### src/rtl/sda_pkg.sv
package sda_pkg;

	localparam int ADDR_W  = 32;
	localparam int DESC_W  = 64;
	localparam int IDX_W   = 8;
	localparam int ESZ_W   = 2;
	localparam int CFG_W   = 9;
	localparam int OFS_W   = 18;
	localparam int SMALL_W = 11;
	localparam int PROD_W  = 26;
	localparam int OFF_W   = 28;
	localparam int YM_W    = 3;

	// The k index is divided in stages, a fixed number of quotient bits each.
	localparam int DIV_BITS   = 2;
	localparam int DIV_STAGES = IDX_W / DIV_BITS;

	localparam int DESC_BASE_LSB   = 0;
	localparam int DESC_LEAD_LSB   = 16;
	localparam int DESC_STRIDE_LSB = 32;
	localparam int DESC_SWZ_LSB    = 62;
	localparam int FLD_W           = 14;

	localparam logic [1:0] SWZ_NONE = 2'd0;
	localparam logic [1:0] SWZ_128  = 2'd1;
	localparam logic [1:0] SWZ_64   = 2'd2;
	localparam logic [1:0] SWZ_32   = 2'd3;

	localparam logic MODE_KMAJ  = 1'b0;
	localparam logic MODE_MNMAJ = 1'b1;

	localparam logic [ESZ_W-1:0] ESZ_LG_MAX = 2'd2;
	localparam logic [CFG_W-1:0] CFG_RESET  = 9'd8;

	// One item on its way through the decode and divide stages.
	typedef struct packed {
		logic               use_div;
		logic [ESZ_W-1:0]   lg;
		logic [IDX_W-1:0]   x;
		logic [OFS_W-1:0]   p;
		logic [IDX_W-1:0]   y;
		logic [OFS_W-1:0]   q;
		logic [SMALL_W-1:0] r;
		logic [IDX_W-1:0]   rem;
		logic [OFS_W-1:0]   ck;
		logic [OFS_W-1:0]   boff;
		logic [OFS_W-1:0]   pbase;
		logic [YM_W-1:0]    ymsk;
	} op_t;

	typedef struct packed {
		logic [PROD_W-1:0]  pa;
		logic [PROD_W-1:0]  pb;
		logic [SMALL_W-1:0] r;
		logic [OFS_W-1:0]   boff;
		logic [OFS_W-1:0]   pbase;
		logic [YM_W-1:0]    ymsk;
	} prod_t;

	typedef struct packed {
		logic [OFF_W-1:0] val;
		logic [OFS_W-1:0] boff;
		logic [OFS_W-1:0] pbase;
		logic [YM_W-1:0]  ymsk;
	} sum_t;

endpackage

### src/rtl/sda_decode.sv
module sda_decode (
	input  logic                      clk,
	input  logic                      arst_n,
	input  logic                      in_valid,
	input  logic                      mode,
	input  logic [sda_pkg::DESC_W-1:0] descriptor,
	input  logic [sda_pkg::IDX_W-1:0] mn_index,
	input  logic [sda_pkg::IDX_W-1:0] k_index,
	input  logic [sda_pkg::ESZ_W-1:0] elem_size_log2,
	input  logic [sda_pkg::CFG_W-1:0] dk,
	output logic                      s1_valid,
	output sda_pkg::op_t              s1_op
);

	sda_pkg::op_t op;

	always_comb begin
		logic [sda_pkg::ESZ_W-1:0] lg;
		logic [sda_pkg::OFS_W-1:0] base, lead, stride, lead_k, pmask;
		logic [1:0] sm;
		logic [2:0] swz_lg, epc_lg, rps_lg;
		logic [sda_pkg::CFG_W-1:0] dk_eff;
		logic [sda_pkg::IDX_W-1:0] epc_m, rps_m;
		lg = (elem_size_log2 > sda_pkg::ESZ_LG_MAX) ? sda_pkg::ESZ_LG_MAX : elem_size_log2;
		base   = {descriptor[sda_pkg::DESC_BASE_LSB +: sda_pkg::FLD_W], 4'b0};
		lead   = {descriptor[sda_pkg::DESC_LEAD_LSB +: sda_pkg::FLD_W], 4'b0};
		stride = {descriptor[sda_pkg::DESC_STRIDE_LSB +: sda_pkg::FLD_W], 4'b0};
		sm     = descriptor[sda_pkg::DESC_SWZ_LSB +: 2];
		op = '0;
		case (sm)
			sda_pkg::SWZ_128: begin
				swz_lg = 3'd7; op.ymsk = 3'b111; pmask = 18'h003FF;
			end
			sda_pkg::SWZ_64: begin
				swz_lg = 3'd6; op.ymsk = 3'b011; pmask = 18'h001FF;
			end
			sda_pkg::SWZ_32: begin
				swz_lg = 3'd5; op.ymsk = 3'b001; pmask = 18'h000FF;
			end
			default: begin
				swz_lg = 3'd0; op.ymsk = 3'b000; pmask = '1;
			end
		endcase
		op.boff  = base & pmask;
		op.pbase = base & ~pmask;
		op.lg    = lg;
		epc_lg = 3'd4 - {1'b0, lg};
		rps_lg = swz_lg - {1'b0, lg};
		epc_m  = sda_pkg::IDX_W'((9'd1 << epc_lg) - 9'd1);
		rps_m  = sda_pkg::IDX_W'((9'd1 << rps_lg) - 9'd1);
		dk_eff = (dk == '0) ? sda_pkg::CFG_W'(1) : dk;
		lead_k = (lead == '0) ? sda_pkg::OFS_W'(16) : lead;
		op.ck  = (stride == '0) ? sda_pkg::OFS_W'(dk_eff) : (stride >> lg);
		if (mode == sda_pkg::MODE_KMAJ) begin
			if (sm != sda_pkg::SWZ_NONE) begin
				op.x = mn_index >> 3;
				op.p = stride;
				op.y = k_index >> epc_lg;
				op.q = lead_k;
				op.r = (sda_pkg::SMALL_W'(mn_index & 8'd7) << swz_lg)
					+ (sda_pkg::SMALL_W'(k_index & epc_m) << lg);
			end else begin
				op.use_div = 1'b1;
				op.x = k_index;
				op.p = lead;
				op.y = mn_index;
				op.q = stride;
			end
		end else begin
			if (sm == sda_pkg::SWZ_NONE) begin
				op.x = mn_index >> epc_lg;
				op.p = stride;
				op.y = k_index >> 3;
				op.q = lead;
				op.r = (sda_pkg::SMALL_W'(mn_index & epc_m) << lg)
					+ (sda_pkg::SMALL_W'(k_index & 8'd7) << 4);
			end else begin
				op.x = mn_index >> rps_lg;
				op.p = lead;
				op.y = k_index >> 3;
				op.q = stride;
				op.r = (sda_pkg::SMALL_W'(mn_index & rps_m) << lg)
					+ (sda_pkg::SMALL_W'(k_index & 8'd7) << swz_lg);
			end
		end
	end

	always_ff @(posedge clk or negedge arst_n) begin
		if (!arst_n) begin
			s1_valid <= 1'b0;
		end else begin
			s1_valid <= in_valid;
		end
	end

	always_ff @(posedge clk) begin
		s1_op <= op;
	end

endmodule

### src/rtl/sda_div_step.sv
module sda_div_step (
	input  logic         clk,
	input  logic         arst_n,
	input  logic         in_valid,
	input  sda_pkg::op_t in_op,
	output logic         out_valid,
	output sda_pkg::op_t out_op
);

	sda_pkg::op_t op;

	// Two restoring division steps: the quotient bits shift into x as the
	// dividend bits shift out of it.
	always_comb begin
		logic [sda_pkg::IDX_W:0] r9;
		op = in_op;
		r9 = '0;
		for (int i = 0; i < sda_pkg::DIV_BITS; i++) begin
			if (op.use_div) begin
				r9 = {op.rem, op.x[sda_pkg::IDX_W-1]};
				op.x = op.x << 1;
				if (sda_pkg::OFS_W'(r9) >= op.ck) begin
					op.rem  = sda_pkg::IDX_W'(r9 - op.ck[sda_pkg::IDX_W:0]);
					op.x[0] = 1'b1;
				end else begin
					op.rem = r9[sda_pkg::IDX_W-1:0];
				end
			end
		end
	end

	always_ff @(posedge clk or negedge arst_n) begin
		if (!arst_n) begin
			out_valid <= 1'b0;
		end else begin
			out_valid <= in_valid;
		end
	end

	always_ff @(posedge clk) begin
		out_op <= op;
	end

endmodule

### src/rtl/sda_mac.sv
module sda_mac (
	input  logic         clk,
	input  logic         arst_n,
	input  logic         in_valid,
	input  sda_pkg::op_t in_op,
	output logic         s7_valid,
	output sda_pkg::sum_t s7_sum
);

	logic           s6_valid;
	sda_pkg::prod_t s6_prod;
	sda_pkg::prod_t prod;

	always_comb begin
		prod.pa    = sda_pkg::PROD_W'(in_op.x) * sda_pkg::PROD_W'(in_op.p);
		prod.pb    = sda_pkg::PROD_W'(in_op.y) * sda_pkg::PROD_W'(in_op.q);
		prod.r     = in_op.use_div ? (sda_pkg::SMALL_W'(in_op.rem) << in_op.lg) : in_op.r;
		prod.boff  = in_op.boff;
		prod.pbase = in_op.pbase;
		prod.ymsk  = in_op.ymsk;
	end

	always_ff @(posedge clk or negedge arst_n) begin
		if (!arst_n) begin
			s6_valid <= 1'b0;
			s7_valid <= 1'b0;
		end else begin
			s6_valid <= in_valid;
			s7_valid <= s6_valid;
		end
	end

	always_ff @(posedge clk) begin
		s6_prod      <= prod;
		s7_sum.val   <= sda_pkg::OFF_W'(s6_prod.pa) + sda_pkg::OFF_W'(s6_prod.pb)
			+ sda_pkg::OFF_W'(s6_prod.r);
		s7_sum.boff  <= s6_prod.boff;
		s7_sum.pbase <= s6_prod.pbase;
		s7_sum.ymsk  <= s6_prod.ymsk;
	end

endmodule

### src/rtl/swizzled_smem_descriptor_address.sv
// Channel   Handshake              Payload
// command   start / busy           mode, descriptor, mn_index, k_index, elem_size_log2
// result    done (strobe)          smem_address
// config    cfg_valid / cfg_ready  cfg_data (default contiguous k)
//
// One transfer is taken every cycle; busy is never raised.
// Each command passes in order through decode, four divide stages
// (two quotient bits each), multiply, sum, period offset add and the swizzle add.
// arst_n clears all valid bits and loads the default contiguous k with eight.
// The receiver cannot stall, so the pipeline never stops.
module swizzled_smem_descriptor_address (
	input  logic                       clk,
	input  logic                       arst_n,
	input  logic                       start,
	output logic                       busy,
	input  logic                       mode,
	input  logic [sda_pkg::DESC_W-1:0] descriptor,
	input  logic [sda_pkg::IDX_W-1:0]  mn_index,
	input  logic [sda_pkg::IDX_W-1:0]  k_index,
	input  logic [sda_pkg::ESZ_W-1:0]  elem_size_log2,
	output logic                       done,
	output logic [sda_pkg::ADDR_W-1:0] smem_address,
	input  logic                       cfg_valid,
	output logic                       cfg_ready,
	input  logic [sda_pkg::CFG_W-1:0]  cfg_data
);

	logic [sda_pkg::CFG_W-1:0] dk_q;
	logic                      dv [0:sda_pkg::DIV_STAGES];
	sda_pkg::op_t              dop [0:sda_pkg::DIV_STAGES];
	logic                      valid_s7;
	sda_pkg::sum_t             sum_s7;
	logic                      valid_s8;
	logic [sda_pkg::OFF_W-1:0] poff_s8;
	logic [sda_pkg::OFS_W-1:0] pbase_s8;
	logic [sda_pkg::YM_W-1:0]  ymsk_s8;
	logic [sda_pkg::OFF_W-1:0] swz;

	// The pipeline has no back pressure, so both inputs are always open.
	assign busy      = 1'b0;
	assign cfg_ready = 1'b1;

	always_ff @(posedge clk or negedge arst_n) begin
		if (!arst_n) begin
			dk_q <= sda_pkg::CFG_RESET;
		end else if (cfg_valid && cfg_ready) begin
			dk_q <= cfg_data;
		end
	end

	// Stage one decodes the descriptor and reduces every layout to
	// x*p + y*q + r. The unswizzled K-major path still needs k / ck and
	// k % ck, which the divide stages produce in x and rem.
	sda_decode u_decode (
		.clk            (clk),
		.arst_n         (arst_n),
		.in_valid       (start && !busy),
		.mode           (mode),
		.descriptor     (descriptor),
		.mn_index       (mn_index),
		.k_index        (k_index),
		.elem_size_log2 (elem_size_log2),
		.dk             (dk_q),
		.s1_valid       (dv[0]),
		.s1_op          (dop[0])
	);

	for (genvar g = 0; g < sda_pkg::DIV_STAGES; g++) begin : g_div
		sda_div_step u_div (
			.clk       (clk),
			.arst_n    (arst_n),
			.in_valid  (dv[g]),
			.in_op     (dop[g]),
			.out_valid (dv[g+1]),
			.out_op    (dop[g+1])
		);
	end

	sda_mac u_mac (
		.clk      (clk),
		.arst_n   (arst_n),
		.in_valid (dv[sda_pkg::DIV_STAGES]),
		.in_op    (dop[sda_pkg::DIV_STAGES]),
		.s7_valid (valid_s7),
		.s7_sum   (sum_s7)
	);

	// The swizzle period is aligned to the base: the base bits inside the
	// period are added to the offset, and the aligned part comes back last.
	// Without swizzle the whole base sits in boff and pbase is zero.
	always_comb begin
		swz = poff_s8;
		swz[6:4] = poff_s8[6:4] ^ (poff_s8[9:7] & ymsk_s8);
	end

	always_ff @(posedge clk or negedge arst_n) begin
		if (!arst_n) begin
			valid_s8 <= 1'b0;
			done     <= 1'b0;
		end else begin
			valid_s8 <= valid_s7;
			done     <= valid_s8;
		end
	end

	always_ff @(posedge clk) begin
		poff_s8      <= sum_s7.val + sda_pkg::OFF_W'(sum_s7.boff);
		pbase_s8     <= sum_s7.pbase;
		ymsk_s8      <= sum_s7.ymsk;
		smem_address <= sda_pkg::ADDR_W'(swz + sda_pkg::OFF_W'(pbase_s8));
	end

	a_start_done : assert property (@(posedge clk) disable iff (!arst_n)
		(start && !busy) |-> ##9 done)
		else $error("accepted command gave no result");

	a_idle_quiet : assert property (@(posedge clk) disable iff (!arst_n)
		!start |-> ##9 !done)
		else $error("result without command");

	a_cfg_write : assert property (@(posedge clk) disable iff (!arst_n)
		(cfg_valid && cfg_ready) |=> (dk_q == $past(cfg_data)))
		else $error("config write lost");

endmodule

### config.mk
export PLATFORM = sky130hd
export DESIGN_NAME = swizzled_smem_descriptor_address
export DESIGN_NICKNAME = d
export VERILOG_FILES = /design/src/rtl/sda_pkg.sv /design/src/rtl/sda_decode.sv /design/src/rtl/sda_div_step.sv /design/src/rtl/sda_mac.sv /design/src/rtl/swizzled_smem_descriptor_address.sv
export SDC_FILE = /design/constraint.sdc
export NUM_CORES = 1
export LEC_CHECK = 0
export BUFFER_PORTS_ARGS = -buffer_cell sky130_fd_sc_hd__buf_4
export CORE_MARGIN = 3
export CORE_UTILIZATION = 56
export CTS_BUF_LIST = sky130_fd_sc_hd__clkbuf_4 sky130_fd_sc_hd__clkbuf_8
export CTS_CLUSTER_DIAMETER = 100
export DETAILED_ROUTE_END_ITERATION = 10
export PLACE_DENSITY = 0.79
export SLEW_MARGIN = 10
export SYNTH_ARGS = -nofsm -noshare
export SYNTH_HDL_FRONTEND = slang
export SYNTH_HIERARCHICAL = 1
export SYNTH_SLANG_ARGS = --single-unit
### constraint.sdc
create_clock -name clk -period 8.2 [get_ports clk]
set_input_delay 1.23 -clock clk [delete_from_list [all_inputs] [get_ports clk]]
set_output_delay 1.23 -clock clk [all_outputs]
set_load 0.05 [all_outputs]
==> results.toml <==
[worst_setup_path]
criticalPathCategory = "input port to flop"
critical-path-max-stage-delay_ns = 0.61
worstPathArrival_ns = 6.18
crit_slowest_cell = "sky130_fd_sc_hd__fa_1"
worst-r2r-cell-count = 16
required_ns = 8.81
regToRegEndpoint = "u_mac/s6_prod[70]"
setup.reg_to_reg.worst_slack_ns = 2.67
crit_path_cell_trace = "buf_4 > inv_1 > ha_2 > clkinv_1 > fa_1 > xor2_1 > nand3_1 > ha_1 > nand3b_1 > a21oi_1 > o21ai_0 > o21ai_0 > a21boi_1 > ha_1 > a211oi_1 > nor2_1 > or4_1 > nand3_1 > o311ai_1"
setup.worst_path.start_class = "input port"
timing.rr.start = "g_div[3].u_div/out_op[101]"
timing.critical_path.fanout_max = 14
critical_path.endpoint_type = "flop"

[sta]
fin_skew_ns = 0.0303
max_freq_mhz = 179
setup_repair_after_global_routing_missed_its_margin = "no"
setup-tns-final_ns = 0
max_slew_vio_count = 0
finalCriticalPeriod_ns = 5.58
final_hold_viol_count = 0
fin_crit_sh_pct = 68.0
max_slew.worst_pin.slew_ns = 0.761
slew_headroom_pct = 49.1
finalSetupViolations = 0

[detailed_routing]
drc = 0
drt_wl_total_um = 81300
via_per_inst = 5.37
vias = 26800
mean_routed_wirelength_per_cell_um = 16.3
drt_iter0_markers = 1751
detail_route.first_pass.iterations = 6
route.antenna.remaining_nets = 0

[global_route]
global_route_wire_length_before_repair_um = 132000
vias_in_the_first_global_route = 26800
globalRouteOverflowTotal = 0
grt_antenna_before_repair = 3
grt_util_all_layers_pct = 21.9
largest_net_degree_at_the_start_of_global_routing = 71

[final_layout]
syn_to_final_growth_pct = 11.4
post_layout_nets = 4523
final_util_pct = 63.3
final_common_cell = "sky130_fd_sc_hd__dfxtp_1"
post_route_cells_drive_above_1_share_pct = 13.2
final_cell_mix = "856 x sky130_fd_sc_hd__dfxtp_1, 339 x sky130_fd_sc_hd__inv_1, 267 x sky130_fd_sc_hd__ha_1, 245 x sky130_fd_sc_hd__and2_1, 218 x sky130_fd_sc_hd__fa_1"

[clock_network]
worstSkewPairLatency_ns = 0.79
buffers_from_clock_root_to_sink_at_most = 3
tritoncts = "built"
worst_setup_hold_path_clk_slew_ns = 0.07
post_cts_resized = 0
clk_root_buffer_cell = "sky130_fd_sc_hd__clkbuf_8"
tritoncts_num_sinks = 874
holdBufCountCts = 0
ctsHtreeMaxLevel = 4
tritoncts.num_buffers = 135
cts_setup_buffers = 0

[min_path]
min_to = "g_div[0].u_div/out_op[119]"
worst_hold_path_type = "flop to flop"
hold_path_depth = 0
hp-start = "u_decode/s1_op[119]"

[floorplan]
die_h_um = 273
dieArea_mm2 = 0.0745
core_area_mm2 = 0.0703
initial_util_pct = 56.8
ios = 131
placement_rows = 97
die_x_um = 273

[flow_run]
maxCapViolCount = 0

[place]
buffer_ports.inserted = 105
detailed_place_hpwl_um = 60400
final_replace_weighted_congestion = 0.928

[power_and_ir_drop]
p_leak_uw = 0.0200
ir_drop_uv = 234
p_per_area_mw_per_mm2 = 340

[outcome]
outcome = "finished, final reports clean"

[synthesis]
synthesis.instances = 3765
avgSynthCellArea_um2 = 10.6
yosys_warnings = 6
synth.cell_area_mm2 = 0.0399
==> per-stage QoR <==
step | instances | total power (uW) | setup WS [ns] | instance area [um2] | hold slack, ns
finish | 4985 | 15100 | 2.62 | 44500 | 0.302
global route | 4984 | 16200 | 2.22 | 44500 | 0.266
CTS | 4982 | 15200 | 2.72 | 44500 | 0.248
detailed placement | 4744 | 11300 | 1.99 | 41500 | 0.312
global placement | 4744 | 11100 | 2.06 | 41500 | 0.310
floorplan | 3806 | 9940 | 2.76 | 40100 | 0.310
==> where the power goes <==
group	internal (uW)	total, uW	switching [uW]
sequential	4940	5310	363
clock	2180	3830	1650
combinational	2500	5980	3470
==> per-layer routing <==
| layer | vias to the layer above | GRT usage, % | wire length, um |
|---|---|---|---|
| met3 | 158 | 3.85 | 4930 |
| met2 | 797 | 36.9 | 38600 |
| met4 | 0 | 8.82 | 2250 |
| met1 | 12700 | 28.2 | 35600 |
| met5 | - | 0 | 0 |
| li1 | 13100 | - | - |
==> critical path: cells and delay by family <==
kind	cells	cell delay (ns)
compound gates	6	1.18
fa+ha+maj	4	1.71
buf+inv	3	0.62
xor+xnor	1	0.35
simple gates	5	1.08
==> cell type report <==
class / instances / area, um2
repair buffers: 112 / 841
diodes: 3 / 7.51
clock buffers: 193 / 2410
clock inverters: 45 / 549
fillers: 5497 / 25800
inverters: 343 / 1290
multi-input cells: 2475 / 20600
well taps: 940 / 1180
flip-flops and latches: 874 / 17600
==> how the worst max path moves through the flow <==
| stage | to | slack (ns) | start | cells after the start |
|---|---|---|---|---|
| global route | u_decode/s1_op[73] | 2.22 | descriptor[62] | 19 |
| detailed placement | u_decode/s1_op[73] | 1.99 | descriptor[62] | 19 |
| floorplan | u_decode/s1_op[73] | 2.76 | descriptor[62] | 21 |
| global placement | u_decode/s1_op[73] | 2.06 | descriptor[62] | 19 |
| CTS | u_mac/s6_prod[70] | 2.72 | g_div[3].u_div/out_op[101] | 16 |
| finish | u_decode/s1_op[73] | 2.62 | descriptor[62] | 19 |
==> state kept, by name (all words and copies together) (netlist names) <==
name / count
dk_q: 9
u_mac/s7_sum: 67
u_mac/s6_prod: 102
poff_s8: 28
ymsk_s8: 3
done: 1
smem_address: 29
u_mac/s6_valid: 1
pbase_s8: 18
valid_s8: 1
g_div.u_div/out_op: 506
g_div.u_div/out_valid: 4
u_decode/s1_valid: 1
u_mac/s7_valid: 1
u_decode/s1_op: 103
No activity file was read; power rests on OpenSTA's default activity.
